--- src/sv/tga_rle_decoder_top_macros.svh ---
// Assertion macros for the TGA run-length decoder core.
`ifndef TGA_RLE_DECODER_TOP_MACROS_SVH
`define TGA_RLE_DECODER_TOP_MACROS_SVH

// Same-cycle implication, checked outside reset
`define TRD_ASSERT_NOW(label, clk, rst, ante, cons, msg) \
   label: assert property (@(posedge clk) disable iff (rst) (ante) |-> (cons)) \
      else $error(msg);

// Next-cycle implication, checked outside reset
`define TRD_ASSERT_NEXT(label, clk, rst, ante, cons, msg) \
   label: assert property (@(posedge clk) disable iff (rst) (ante) |=> (cons)) \
      else $error(msg);

`endif

--- src/sv/trd_pkg.sv ---
// Shared types, constants and helpers for the TGA run-length decoder.
package trd_pkg;

   // Register map (word index)
   localparam logic REG_BYTES_PER_PIXEL = 1'b0;
   localparam logic REG_IMAGE_PIXELS    = 1'b1;

   localparam int unsigned PADDR_W = 3;

   // Run headers have the top bit set
   localparam int unsigned HDR_RUN_BIT = 7;

   typedef struct packed {
      logic [7:0] data_byte;
      logic       begin_image;
   } req_type;

   typedef struct packed {
      logic [31:0] pixel_value;
      logic [7:0]  repeat_count;
      logic [31:0] first_index;
      logic        image_done;
      logic        overflow_error;
   } rsp_type;

   typedef struct packed {
      logic [2:0]  bytes_per_pixel;
      logic [31:0] image_pixels;
   } cfg_type;

   // Effective pixel width: 0 acts as 1, 5..7 act as 4
   function automatic logic [2:0] eff_bpp(input logic [2:0] bpp);
      logic [2:0] r;
      r = bpp;
      if (bpp == 3'd0) begin
         r = 3'd1;
      end else if (bpp > 3'd4) begin
         r = 3'd4;
      end
      return r;
   endfunction

endpackage

--- src/sv/trd_csr.sv ---
// Configuration register bank behind an APB-style port.
module trd_csr (
   input  logic                        clock,
   input  logic                        reset,
   input  logic                        psel,
   input  logic                        penable,
   input  logic                        pwrite,
   input  logic [trd_pkg::PADDR_W-1:0] paddr,
   input  logic [31:0]                 pwdata,
   output logic [31:0]                 prdata,
   output logic                        pready,
   output trd_pkg::cfg_type            cfg
);
   import trd_pkg::*;

   logic [2:0]  bpp_ff;
   logic [31:0] pixels_ff;
   logic        wr_en;
   logic        reg_sel;

   assign pready  = 1'b1;
   assign reg_sel = paddr[2];
   assign wr_en   = psel & penable & pwrite & pready;

   // Register writes on the access cycle
   always_ff @(posedge clock) begin
      if (reset) begin
         bpp_ff    <= 3'd4;
         pixels_ff <= 32'd1;
      end else if (wr_en) begin
         unique case (reg_sel)
            REG_BYTES_PER_PIXEL: bpp_ff    <= pwdata[2:0];
            REG_IMAGE_PIXELS:    pixels_ff <= pwdata;
            default:             ;
         endcase
      end
   end

   // Read mux
   always_comb begin
      unique case (reg_sel)
         REG_BYTES_PER_PIXEL: prdata = {29'd0, bpp_ff};
         REG_IMAGE_PIXELS:    prdata = pixels_ff;
         default:             prdata = 32'd0;
      endcase
   end

   assign cfg.bytes_per_pixel = bpp_ff;
   assign cfg.image_pixels    = pixels_ff;

endmodule

--- src/sv/trd_core.sv ---
// Packet parser, pixel gather and span output with a skid word.
module trd_core (
   input  logic             clock,
   input  logic             reset,
   input  trd_pkg::cfg_type cfg,
   input  logic             req_valid,
   output logic             req_ready,
   input  trd_pkg::req_type req_data,
   output logic             rsp_valid,
   input  logic             rsp_ready,
   output trd_pkg::rsp_type rsp_data
);
   import trd_pkg::*;

   typedef enum logic [1:0] {
      PH_HEADER = 2'd0,
      PH_PIXEL  = 2'd1,
      PH_HALT   = 2'd2
   } phase_type;

   phase_type   phase_ff, phase_in, cur_phase;
   logic [7:0]  left_ff, left_in, cur_left;
   logic        run_ff, run_in, cur_run;
   logic [1:0]  pos_ff, pos_in, cur_pos;
   logic [31:0] gather_ff, gather_in, cur_gather;
   logic [31:0] written_ff, written_in, cur_written;

   logic        out_valid_ff, skid_valid_ff;
   rsp_type     out_ff, skid_ff;

   logic        accept, out_take;
   logic        res_valid;
   rsp_type     res;

   logic [7:0]  hdr_count;
   logic [32:0] hdr_total;
   logic [31:0] gather_new;
   logic [2:0]  bpp;
   logic        pixel_last;
   logic [7:0]  span;
   logic [31:0] written_new;

   assign req_ready = ~skid_valid_ff;
   assign accept    = req_valid & req_ready;
   assign out_take  = out_valid_ff & rsp_ready;
   assign rsp_valid = out_valid_ff;
   assign rsp_data  = out_ff;

   // Per-word decode: begin_image clears state first
   always_comb begin
      cur_phase   = req_data.begin_image ? PH_HEADER : phase_ff;
      cur_left    = req_data.begin_image ? 8'd0      : left_ff;
      cur_run     = req_data.begin_image ? 1'b0      : run_ff;
      cur_pos     = req_data.begin_image ? 2'd0      : pos_ff;
      cur_gather  = req_data.begin_image ? 32'd0     : gather_ff;
      cur_written = req_data.begin_image ? 32'd0     : written_ff;

      // raw: b+1, run: b-127; both are low seven bits plus one
      hdr_count   = {1'b0, req_data.data_byte[6:0]} + 8'd1;
      hdr_total   = {1'b0, cur_written} + {25'd0, hdr_count};

      bpp         = eff_bpp(cfg.bytes_per_pixel);
      gather_new  = cur_gather | ({24'd0, req_data.data_byte} << {cur_pos, 3'b000});
      pixel_last  = ({1'b0, cur_pos} + 3'd1) >= bpp;
      span        = cur_run ? cur_left : 8'd1;
      written_new = cur_written + {24'd0, span};

      phase_in    = cur_phase;
      left_in     = cur_left;
      run_in      = cur_run;
      pos_in      = cur_pos;
      gather_in   = cur_gather;
      written_in  = cur_written;

      res_valid   = 1'b0;
      res         = '0;

      unique case (cur_phase)
         PH_HEADER: begin
            run_in = req_data.data_byte[HDR_RUN_BIT];
            if (hdr_total > {1'b0, cfg.image_pixels}) begin
               res_valid          = 1'b1;
               res.first_index    = cur_written;
               res.overflow_error = 1'b1;
               phase_in           = PH_HALT;
            end else begin
               left_in   = hdr_count;
               pos_in    = 2'd0;
               gather_in = 32'd0;
               phase_in  = PH_PIXEL;
            end
         end
         PH_PIXEL: begin
            if (!pixel_last) begin
               gather_in = gather_new;
               pos_in    = cur_pos + 2'd1;
            end else begin
               res_valid        = 1'b1;
               res.pixel_value  = gather_new;
               res.repeat_count = span;
               res.first_index  = cur_written;
               left_in          = cur_run ? 8'd0 : cur_left - 8'd1;
               written_in       = written_new;
               pos_in           = 2'd0;
               gather_in        = 32'd0;
               phase_in         = (left_in == 8'd0) ? PH_HEADER : PH_PIXEL;
               if (written_new >= cfg.image_pixels) begin
                  res.image_done = 1'b1;
                  phase_in       = PH_HALT;
               end
            end
         end
         default: ;
      endcase
   end

   // Decoder state plus output word and skid word
   always_ff @(posedge clock) begin
      if (reset) begin
         phase_ff      <= PH_HEADER;
         left_ff       <= 8'd0;
         run_ff        <= 1'b0;
         pos_ff        <= 2'd0;
         gather_ff     <= 32'd0;
         written_ff    <= 32'd0;
         out_valid_ff  <= 1'b0;
         skid_valid_ff <= 1'b0;
      end else begin
         if (accept) begin
            phase_ff   <= phase_in;
            left_ff    <= left_in;
            run_ff     <= run_in;
            pos_ff     <= pos_in;
            gather_ff  <= gather_in;
            written_ff <= written_in;
         end
         if (skid_valid_ff) begin
            if (out_take) begin
               out_ff        <= skid_ff;
               skid_valid_ff <= 1'b0;
            end
         end else if (accept && res_valid) begin
            if (!out_valid_ff || out_take) begin
               out_ff       <= res;
               out_valid_ff <= 1'b1;
            end else begin
               skid_ff       <= res;
               skid_valid_ff <= 1'b1;
            end
         end else if (out_take) begin
            out_valid_ff <= 1'b0;
         end
      end
   end

`include "tga_rle_decoder_top_macros.svh"

   `TRD_ASSERT_NOW(a_skid_behind_out, clock, reset, skid_valid_ff, out_valid_ff, "skid word without output word")
   `TRD_ASSERT_NOW(a_overflow_empty, clock, reset, out_valid_ff && out_ff.overflow_error, out_ff.repeat_count == 8'd0 && out_ff.pixel_value == 32'd0 && !out_ff.image_done, "overflow word carries a span")
   `TRD_ASSERT_NOW(a_span_nonzero, clock, reset, out_valid_ff && !out_ff.overflow_error, out_ff.repeat_count != 8'd0, "empty span")
   `TRD_ASSERT_NOW(a_pixel_has_left, clock, reset, phase_ff == PH_PIXEL, left_ff != 8'd0, "pixel phase with no pixels left")
   `TRD_ASSERT_NEXT(a_stall_holds, clock, reset, out_valid_ff && !rsp_ready, out_valid_ff && $stable(out_ff), "output word changed under stall")

endmodule

--- src/sv/tga_rle_decoder_top.sv ---
// A byte that completes a pixel or overflows registers its span in the output or skid word.
// Throughput: one byte per cycle while req_ready is high; a skid word keeps input open while one span waits.
// Input stalls only when both the output word and the skid word hold spans.
// Reset (synchronous, high): decoder expects a header, counters clear,
// bytes_per_pixel resets to 4 and image_pixels to 1.
module tga_rle_decoder_top (
   input  logic                        clock,
   input  logic                        reset,
   input  logic                        req_valid,
   output logic                        req_ready,
   input  trd_pkg::req_type            req_data,
   output logic                        rsp_valid,
   input  logic                        rsp_ready,
   output trd_pkg::rsp_type            rsp_data,
   input  logic                        psel,
   input  logic                        penable,
   input  logic                        pwrite,
   input  logic [trd_pkg::PADDR_W-1:0] paddr,
   input  logic [31:0]                 pwdata,
   output logic [31:0]                 prdata,
   output logic                        pready
);
   import trd_pkg::*;

   cfg_type cfg;

   // Register bank
   trd_csr u_csr (
      .clock   (clock),
      .reset   (reset),
      .psel    (psel),
      .penable (penable),
      .pwrite  (pwrite),
      .paddr   (paddr),
      .pwdata  (pwdata),
      .prdata  (prdata),
      .pready  (pready),
      .cfg     (cfg)
   );

   // Decoder datapath
   trd_core u_core (
      .clock     (clock),
      .reset     (reset),
      .cfg       (cfg),
      .req_valid (req_valid),
      .req_ready (req_ready),
      .req_data  (req_data),
      .rsp_valid (rsp_valid),
      .rsp_ready (rsp_ready),
      .rsp_data  (rsp_data)
   );

endmodule
--- config.mk ---
export PLATFORM = sky130hd
export DESIGN_NAME = tga_rle_decoder_top
export DESIGN_NICKNAME = d
export VERILOG_FILES = /design/src/sv/trd_pkg.sv /design/src/sv/trd_csr.sv /design/src/sv/trd_core.sv /design/src/sv/tga_rle_decoder_top.sv
export VERILOG_INCLUDE_DIRS = /design/src /design/src/sv
export SDC_FILE = /design/constraint.sdc
export NUM_CORES = 1
export LEC_CHECK = 0
export BUFFER_PORTS_ARGS = -buffer_cell sky130_fd_sc_hd__buf_2
export CORE_UTILIZATION = 60
export CTS_CLUSTER_DIAMETER = 80
export DETAILED_ROUTE_END_ITERATION = 7
export GPL_TIMING_DRIVEN = 0
export PLACE_DENSITY = 0.8
export RECOVER_POWER = 50
export SYNTH_ARGS = -nofsm -noshare
export SYNTH_HDL_FRONTEND = slang
export SYNTH_SLANG_ARGS = --single-unit
--- constraint.sdc ---
create_clock -name clock -period 14.5 [get_ports clock]
set_input_delay 0.725 -clock clock [delete_from_list [all_inputs] [get_ports clock]]
set_output_delay 0.725 -clock clock [all_outputs]
set_load 0.05 [all_outputs]
* Yosys cells after proc, flatten, opt, wreduce, memory -nomap -nowiden *
Cells that the tools add are included.

word-level totals
  register bits = 262
  bits of input ports = 51
  logic and storage cells = 106

operators by class
  add/sub/neg operators = 6
  order comparisons = 4
  eq/ne operators = 3
  shift operators = 1
  multiplexer cells = 49
  bitwise logic cells = 9
  reduce and logical (&&, ||, !) cells = 14

operators by type and width
  cell                 number
  $mux 74              4
  $mux 32              7
  $pmux 32 s2          3
  $mux 73              1
  $mux 40              1
  $mux 8               5
  $add 32x8->33        1
  $gt 33x32->1         1
  $add 32x8->32        1
  $ge 32x32->1         1
  $or 32x32->32        1
  $shl 8x5->32         1
  $pmux 8 s2           1
  $mux 1               15
  $mux 2               7
  $add 7x1->8 const B  1
  $logic_not 8->1      1
  $pmux 2 s2           2
  $reduce_and 4->1     2
  $sub 8x1->8 const B  1
  $mux 3               2
  $reduce_bool 2->1    3
  $and 1x1->1          4
  $ne 2x2->1 const B   2
  other kinds (14)     18

* Depth between registers and ports, before layout *
Gate-level depths: netlist of run 1.

  depth after elaboration = 10
  depth in mapped cells = 25
  mapped depth without buffers = 23

* By module *
Synthesis of run 1 repeated with hierarchy kept, for this count alone.

second synthesis, totals
  cells, all modules = 1565
  area, all modules = 15067.0 um^2

modules (own cells, without submodules)
  module    instances  cells each  area each (um^2)  seq. area each (um^2)
  trd_core  1          1375        13232.7           6025.8
  trd_csr   1          190         1834.3            700.7

* Worst setup path after synthesis of run 1 *
OpenSTA, ideal clock, no wires.

  kind = input to register
  start point = input port req_data[0] in the netlist's numbering
  end point = register u_core.skid_ff[0] in the netlist's numbering, enable pin
  library setup time = 614 ps
  arrival = 10729 ps
  path slack = 3157 ps
  cell stages on the path = 21
  path buffers = 4
  path through = buf_6 > clkbuf_1 > clkbuf_1 > buf_1 > nor2b_1 > ha_1 > a21o_1 > a21o_1 > a2111oi_0 > nor3_1 > o21ai_1 > nor2_1 > xor2_1 > ha_1 > nand3_1 > or3_1 > a21o_1 > o21ai_2 > a31oi_4 > or3_1 > nor3b_1

on the way
  longest elaborated chain between the ends = 7

ends and longest elaborated chain
  what                                                 RTL line                        text
  from (decl)                                          tga_rle_decoder_top.sv:11       input trd_pkg::req_type req_data,
  $mux 32 / $mux 2 (equally long branches)             trd_core.sv:56, trd_core.sv:54
  $add 32x8->33 / $add 2x1->3 (equally long branches)  trd_core.sv:60, trd_core.sv:64
  $gt 33x32->1 / $ge 3x3->1 (equally long branches)    trd_core.sv:81, trd_core.sv:64
  $mux 1 (on tied branches)                            trd_core.sv:81, trd_core.sv:94
  $pmux 1 s2 *                                         trd_core.sv:78                  unique case (cur_phase)
  $logic_and 1x1->1 *                                  trd_core.sv:142                 end else if (accept && res_valid) begin
  $reduce_and 4->1 (no source line) *                  -
  to (signal assigned)                                 trd_core.sv:147                 skid_ff <= res;
  to (decl)                                            trd_core.sv:29                  rsp_type out_ff, skid_ff;

Mark *: on every way between the ends. The rest lies on a longest branch, timed or not.
A chain may end at the register's enable or synchronous reset.

==> results of run 1 <==
-- logic make-up after synthesis --
group / Yosys count / share of synthesized area [%]
and+or+nand+nor: 560 / 18.8
muxes: 18 / 1.35
DFF: 262 / 46.0
AOI/OAI and AO/OA: 380 / 18.0
xor gates and xnor gates: 62 / 3.72
other: 1 / 0.0257
buffers and inverters: 159 / 4.28
adders and majority gates: 90 / 7.81
-- cell usage after synthesis (8+ instances only) --
master and n:
nand2_1 199, edfxtp_1 148, nor2_1 137, dfxtp_1 114, ha_1 88, a21oi_1 87, clkbuf_1 77, o21ai_0 57
inv_1 56, and2_1 52, o31ai_1 50, xnor2_1 49, a22oi_1 48, a22o_1 45, nor2b_1 33, a21o_1 27
nor3_1 24, nand3_1 23, nand4_1 16, and3_1 15, a31oi_1 14, mux2_2 14, xor2_1 13, or3_1 11
buf_1 10, buf_2 10, nand2b_1 8
-- tightest hold or removal path: stages --
cell,delay (ns)
buf_2,0.10
nand2_1,0.05
a21oi_1,0.05
-- stage by stage --
| stage | cell area (sq um) | utilization (%) |
|---|---|---|
| 5_1_grt | 16600 | 69.9 |
| 4_1_cts | 16800 | 70.7 |
| 3_5_place_dp | 15900 | 67.2 |
| 3_3_place_gp | 15800 | 66.6 |
| 2_1_floorplan | 14600 | - |
| 6_report | 16600 | 69.9 |
-- flip-flops by register name (all words and copies together), names as in the netlist --
register and cells:
u_core.rsp_data 74, u_core.skid_ff 74, u_core.gather_ff 32, u_core.written_ff 32
u_csr.pixels_ff 32, u_core.left_ff 8, u_csr.bpp_ff 3, u_core.phase_ff 2
u_core.pos_ff 2, u_core.rsp_valid 1, u_core.run_ff 1, u_core.skid_valid_ff 1
-- report_power, final --
group          switching [uW]  internal, uW  leakage, uW
combinational             151          53.8      0.00334
sequential               9.33           798      0.00226
clock                     291           374     0.000388
-- area by class of cell --
type | count | area [sq um]
inverters | 58 | 218
well taps | 319 | 399
plain buffers | 101 | 399
flip-flops and latches | 262 | 6730
multi-input cells | 1111 | 7220
clock buffers | 41 | 748
clock inverters | 9 | 85.1
repair buffers | 163 | 761
fillers | 1954 | 7120
-- routing by layer --
layer / routed length (um) / up-vias / track usage (%) / part of all wire [%]
met5: 0 / - / 0 / 0
met3: 3240 / 91 / 4.63 / 7.8
met4: 1280 / 0 / 10.3 / 3.1
met2: 19600 / 609 / 56.2 / 47
met1: 17500 / 5874 / 45.5 / 42
li1: - / 5925 / - / -
-- worst paths after layout --
check / end / cells past startpoint / slack, ns
max: u_core.skid_ff[22] / 24 / 4.73
min: u_csr.pixels_ff[9] / 3 / 0.42
max reg2reg: u_core.skid_ff[22] / 20 / 6.68
min reg2reg: u_csr.pixels_ff[18] / 2 / 0.47
==> run_results.csv, run 1 <==
group,metric,value,unit
yosys,synthDistinctLibCells,83,
flow_run,drv_cap,1,
sta,tightest_slew,1.91,ns
grt,grt_pass1_vias,11800,
sta,rsz0062_at_grt,"false",
pwr,max-vdd-ir-drop,87.7,uV
yosys,synth_nets,1673,
placement,io_buffers,153,
pwr,p_leak,0.00599,uW
yosys,yosysSeqAreaShare,46.0,%
worst_setup_path,cpPeakStageDelay,1.51,ns
clock_network,clock_path_buffers,3,
placement,gp_congestion,0.932,
layout,syn_to_final_growth,13.3,%
clock_network,postCtsSetupBuffers,0,
clock_network,h-tree-depth,1,
sta,hold_viol,0,
floorplan,rows,56,
sta,fmax,102,MHz
detailed_routing,drt-total-wl,41.6,mm
placement,dp_cells,2014,
yosys,synthCells,1532,
sta,slew_violations,7,
worst_setup_path,crit_path_cell_trace,"clkbuf_1, clkbuf_1, clkbuf_1, clkbuf_1, clkbuf_1, nor2b_1, ha_1, a21o_1, a21o_1, a2111oi_0, nor3_1, o21ai_0, nor2_1, xor2_1, ha_1, nand3_1, nor3_1, nand3_1, a2111oi_0, inv_2, a31oi_4, nor2_1, clkbuf_1, and2_1",
layout,fin_cells,2064,
sta,setup_viol,0,
worst_setup_path,cpMostUsedCell,"clkbuf_1",
yosys,synth.top_cell.area_share,30.4,%
worst_setup_path,startpoint,"req_data[0]",
yosys,synth.cell_area,0.0146,sq mm
worst_setup_path,slowest_stage,"a2111oi_0",
clock_network,tritoncts,"done",
yosys,syn-mean-instance-area,9.54,sq um
yosys,synth_edf_count,148,
floorplan,fp.dieArea,0.0250,sq mm
worst_setup_path,cp_max_fo,10,
outcome,violations,"max-capacitance violations, max-slew violations",
floorplan,die_x,158,um
layout,nets,1865,
sta,final.setup.tns,0,ns
sta,skew,0.0223,ns
yosys,synth_flop_cell,"edfxtp_1",
detailed_routing,ant_nets,0,
pwr,powerDensity,101,mW/mm^2
detailed_routing,detail_route.wl_per_cell,20.2,um
sta,finalWorstSetupSlack,4.73,ns
yosys,synth_seq_cells,262,
yosys,async_flop_share,0,%
floorplan,ios,160,
grt,grt_pass1_wl,64.6,mm
placement,dpl.hpwl,31.5,mm
clock_network,clk_pin_slew,0.06,ns
outcome,status,"complete, but fails checks",
clock_network,clkLatencyLatePin,0.55,ns
grt,gr-total-overflow,0,
layout,post_route_cells_drive_above_1_share,7.68,%
hold_path,hp-start,"pwdata[9]",
grt,antenna_found_initial,0,
floorplan,initial_core_util,61.7,%
layout,final_cell_mix,"206 x clkbuf_1, 199 x nand2_1, 148 x edfxtp_1, 137 x nor2_1, 114 x dfxtp_1",
detailed_routing,drc_errors,0,
grt,grt_max_degree,20,
worst_setup_path,cp-end-kind,"flip-flop",
worst_setup_path,path_delay_family,"compound AO/OA/AOI/OAI gates",
layout,diodes,0,
worst_setup_path,start_kind,"primary input",
grt,grt_usage,33.7,%
sta,worst_hold_slack,0.416,ns
clock_network,cts_root_buf,"clkbuf_16",
worst_setup_path,crit_type,"in -> reg",
detailed_routing,drtIter0Drc,1069,
worst_setup_path,critPathBufInv,7,
worst_setup_path,arrival,10.06,ns
clock_network,hold_buffers,0,
worst_setup_path,rr_startpoint,"u_core.written_ff[1]",
placement,dpl_worst_slack,5.58,ns
hold_path,hp-class,"in -> reg",
detailed_routing,vias,12500,
clock_network,ctsResizeCount,0,
worst_setup_path,worstPathRequired,14.79,ns
floorplan,core,0.0237,sq mm
sta,slew_headroom,-31.0,%
layout,final_common_cell,"clkbuf_1",
detailed_routing,vias_per_cell,6.06,
sta,fin_crit,9.77,ns
yosys,yosysWarnings,0,
yosys,synth_area_leaders,"edfxtp_1 30%, dfxtp_1 16%, ha_1 7.5%, nand2_1 5.1%, nor2_1 3.5%",
sta,fin_crit_sh,67.4,%
floorplan,dieHeight,158,um
clock_network,cts_buffers,27,
clock_network,clock_sinks,262,
yosys,synth_top_area_cell,"edfxtp_1",
detailed_routing,drt_first_pass_iters,8,
pwr,power,1680,uW
(Power assumes the default switching activity.)
==> run 2: changes to the inputs <==
ABC_AREA = 1   (was default)
CORE_UTILIZATION = 54   (was 60)
PLACE_DENSITY = 0.76   (was 0.8)
clock period = 8 ns   (was 14.5 ns; I/O delays follow)
==> run_results.csv, run 2 <==
group,metric,value,unit
yosys,synth_flop_cell,"edfxtp_1",
clock_network,clock_path_buffers,3,
yosys,synth.top_cell.area_share,28.4,%
yosys,yosysMostFrequentCell,"nand2_1",
pwr,max-vdd-ir-drop,151,uV
clock_network,ctsResizeCount,0,
grt,grt_pass1_vias,12800,
layout,final_common_cell,"nand2_1",
worst_setup_path,startpoint,"req_data[0]",
sta,fmax,135,MHz
sta,slew_headroom,10.3,%
layout,fillers,2522,
clock_network,h-tree-depth,1,
yosys,synthCells,2029,
worst_setup_path,worstPathRequired,8.24,ns
worst_setup_path,arrival,7.63,ns
floorplan,fp.dieArea,0.0296,sq mm
yosys,synth_area_leaders,"edfxtp_1 28%, dfxtp_1 15%, nand2_1 13%, a21oi_1 7.1%, ha_1 7.0%",
grt,grt_max_degree,34,
sta,slew_violations,0,
clock_network,clock_sinks,262,
layout,fin_util,63.2,%
sta,tightest_slew,1.35,ns
worst_setup_path,cpPeakStageDelay,0.98,ns
flow_run,drv_cap,0,
worst_setup_path,critPathBufInv,8,
detailed_routing,drt-total-wl,45.7,mm
grt,grt_usage,30.9,%
worst_setup_path,rr_startpoint,"u_core.written_ff[1]",
clock_network,cts_root_buf,"clkbuf_16",
worst_setup_path,cp-end-kind,"flip-flop",
detailed_routing,ant_nets,0,
detailed_routing,detail_route.wl_per_cell,17.5,um
grt,antenna_found_initial,1,
worst_setup_path,start_kind,"primary input",
sta,hold_viol,0,
pwr,p_leak,0.00750,uW
sta,fin_crit_sh,92.3,%
clock_network,clk_pin_slew,0.06,ns
grt,gr-total-overflow,0,
pwr,power,3260,uW
yosys,synth_seq_cells,262,
layout,syn_to_final_growth,13.9,%
detailed_routing,vias_per_cell,5.46,
sta,skew,0.0304,ns
worst_setup_path,cp_max_fo,33,
clock_network,tritoncts,"done",
clock_network,cts_buffers,28,
yosys,synth_edf_count,148,
outcome,status,"finished, final reports clean",
clock_network,postCtsSetupBuffers,0,
floorplan,rows,61,
grt,grt_pass1_wl,69.8,mm
placement,io_buffers,155,
sta,setup_viol,0,
yosys,synth_common_cells,"544 x nand2_1, 253 x inv_1, 222 x a21oi_1, 158 x nor2_1, 156 x o21ai_0",
yosys,synth_nets,2170,
clock_network,clkLatencyLatePin,0.57,ns
placement,gp_congestion,0.987,
layout,post_route_cells_drive_above_1_share,7.32,%
yosys,synth_top_area_cell,"edfxtp_1",
worst_setup_path,slowest_stage,"a211oi_1",
detailed_routing,vias,14300,
worst_setup_path,path_delay_family,"buffers and inverters",
placement,dpl.hpwl,35.3,mm
layout,seq_area,0.00673,sq mm
hold_path,hp-class,"in -> reg",
detailed_routing,drt_first_pass_iters,5,
worst_setup_path,crit_type,"in -> reg",
hold_path,hp-start,"pwdata[0]",
floorplan,initial_core_util,55.5,%
floorplan,ios,160,
floorplan,dieHeight,172,um
detailed_routing,drc_errors,0,
layout,final_cell_mix,"544 x nand2_1, 253 x inv_1, 221 x a21oi_1, 191 x clkbuf_1, 157 x nor2_1",
pwr,powerDensity,183,mW/mm^2
sta,rsz0062_at_grt,"false",
yosys,syn-mean-instance-area,7.71,sq um
floorplan,die_x,172,um
yosys,yosysSeqAreaShare,43.0,%
yosys,async_flop_share,0,%
yosys,yosysWarnings,0,
floorplan,core,0.0282,sq mm
layout,multi_input_area,0.00753,sq mm
sta,fin_crit,7.39,ns
worst_setup_path,cpMostUsedCell,"nand2_1",
layout,nets,2359,
yosys,synthDistinctLibCells,46,
clock_network,hold_buffers,0,
yosys,synth.cell_area,0.0156,sq mm
detailed_routing,drtIter0Drc,1282,
layout,diodes,0,
[run 2: cell count changes in the layout (fill, tap and decap cells not counted), moves of 48 or more]
| cell | delta |
|---|---|
| nand2_1 | +345 |
| inv_1 | +197 |
| a21oi_1 | +134 |
| o21ai_0 | +96 |
| and2_1 | -52 |
| o31ai_1 | -48 |
[run 2: cells by family (layout without fill, tap and decap cells)]
kind of cell | count (synthesis) | in the layout | share of synthesized area (%)
flip-flops | 262 | 262 | 43.0
AND/OR/NAND/NOR | 859 | 859 | 24.0
AO/OA/AOI/OAI | 401 | 401 | 13.2
other | 1 | 1 | 0.0240
XOR/XNOR | 63 | 63 | 3.53
adder cells (fa/ha/maj) | 90 | 90 | 7.30
buffers and inverters | 353 | 564 | 8.98
[run 2: cell type report]
cell class	count	area share, %
plain buffers	92	2.30
clock buffers	30	3.98
clock inverters	22	1.44
inverters	261	5.53
multi-input cells	1414	42.3
flip-flops and latches	262	37.8
well taps	378	2.66
repair buffers	159	4.07
[run 2: where the power goes]
part / switching (uW) / internal [uW] / total [uW]
clock network: 576 / 782 / 1360
registers: 16.9 / 1450 / 1470
logic: 323 / 112 / 435
[run 2: routing by layer]
metal | global-route usage [%] | wire (um) | vias to the layer above
li1 | - | - | 6981
met1 | 46.8 | 21300 | 6541
met2 | 44.3 | 18500 | 707
met3 | 6.61 | 4950 | 71
met4 | 7.66 | 954 | 2
met5 | 0 | 12 | -
[run 2: path summary, 6_finish.rpt]
path                            slack (ns)  cells after the start              endpoint
worst min-delay path                  0.07                      3    u_csr.pixels_ff[0]
worst min register to register        0.47                      2  u_core.written_ff[6]
worst max-delay path                  0.61                     32   u_core.rsp_data[14]
worst max register to register        1.82                     27   u_core.rsp_data[14]
[run 2: stage by stage]
step	TNS, ns	hold slack, ns	cells	instance area, sq um	setup WS [ns]
after floorplan	0	0.444	2029	15600	0.992
after global placement	-227.66	0.451	2562	16900	-1.65
after detailed placement	0	0.456	2566	17000	0.316
after CTS	0	0.0542	2618	18000	0.855
after global routing	0	0.0816	2618	17800	0.246
final	0	0.0719	2618	17800	0.613
[run 2: worst min-delay path: stages]
cell	delay (ns)
buf_2	0.09
nand2_1	0.05
nand3_1	0.07
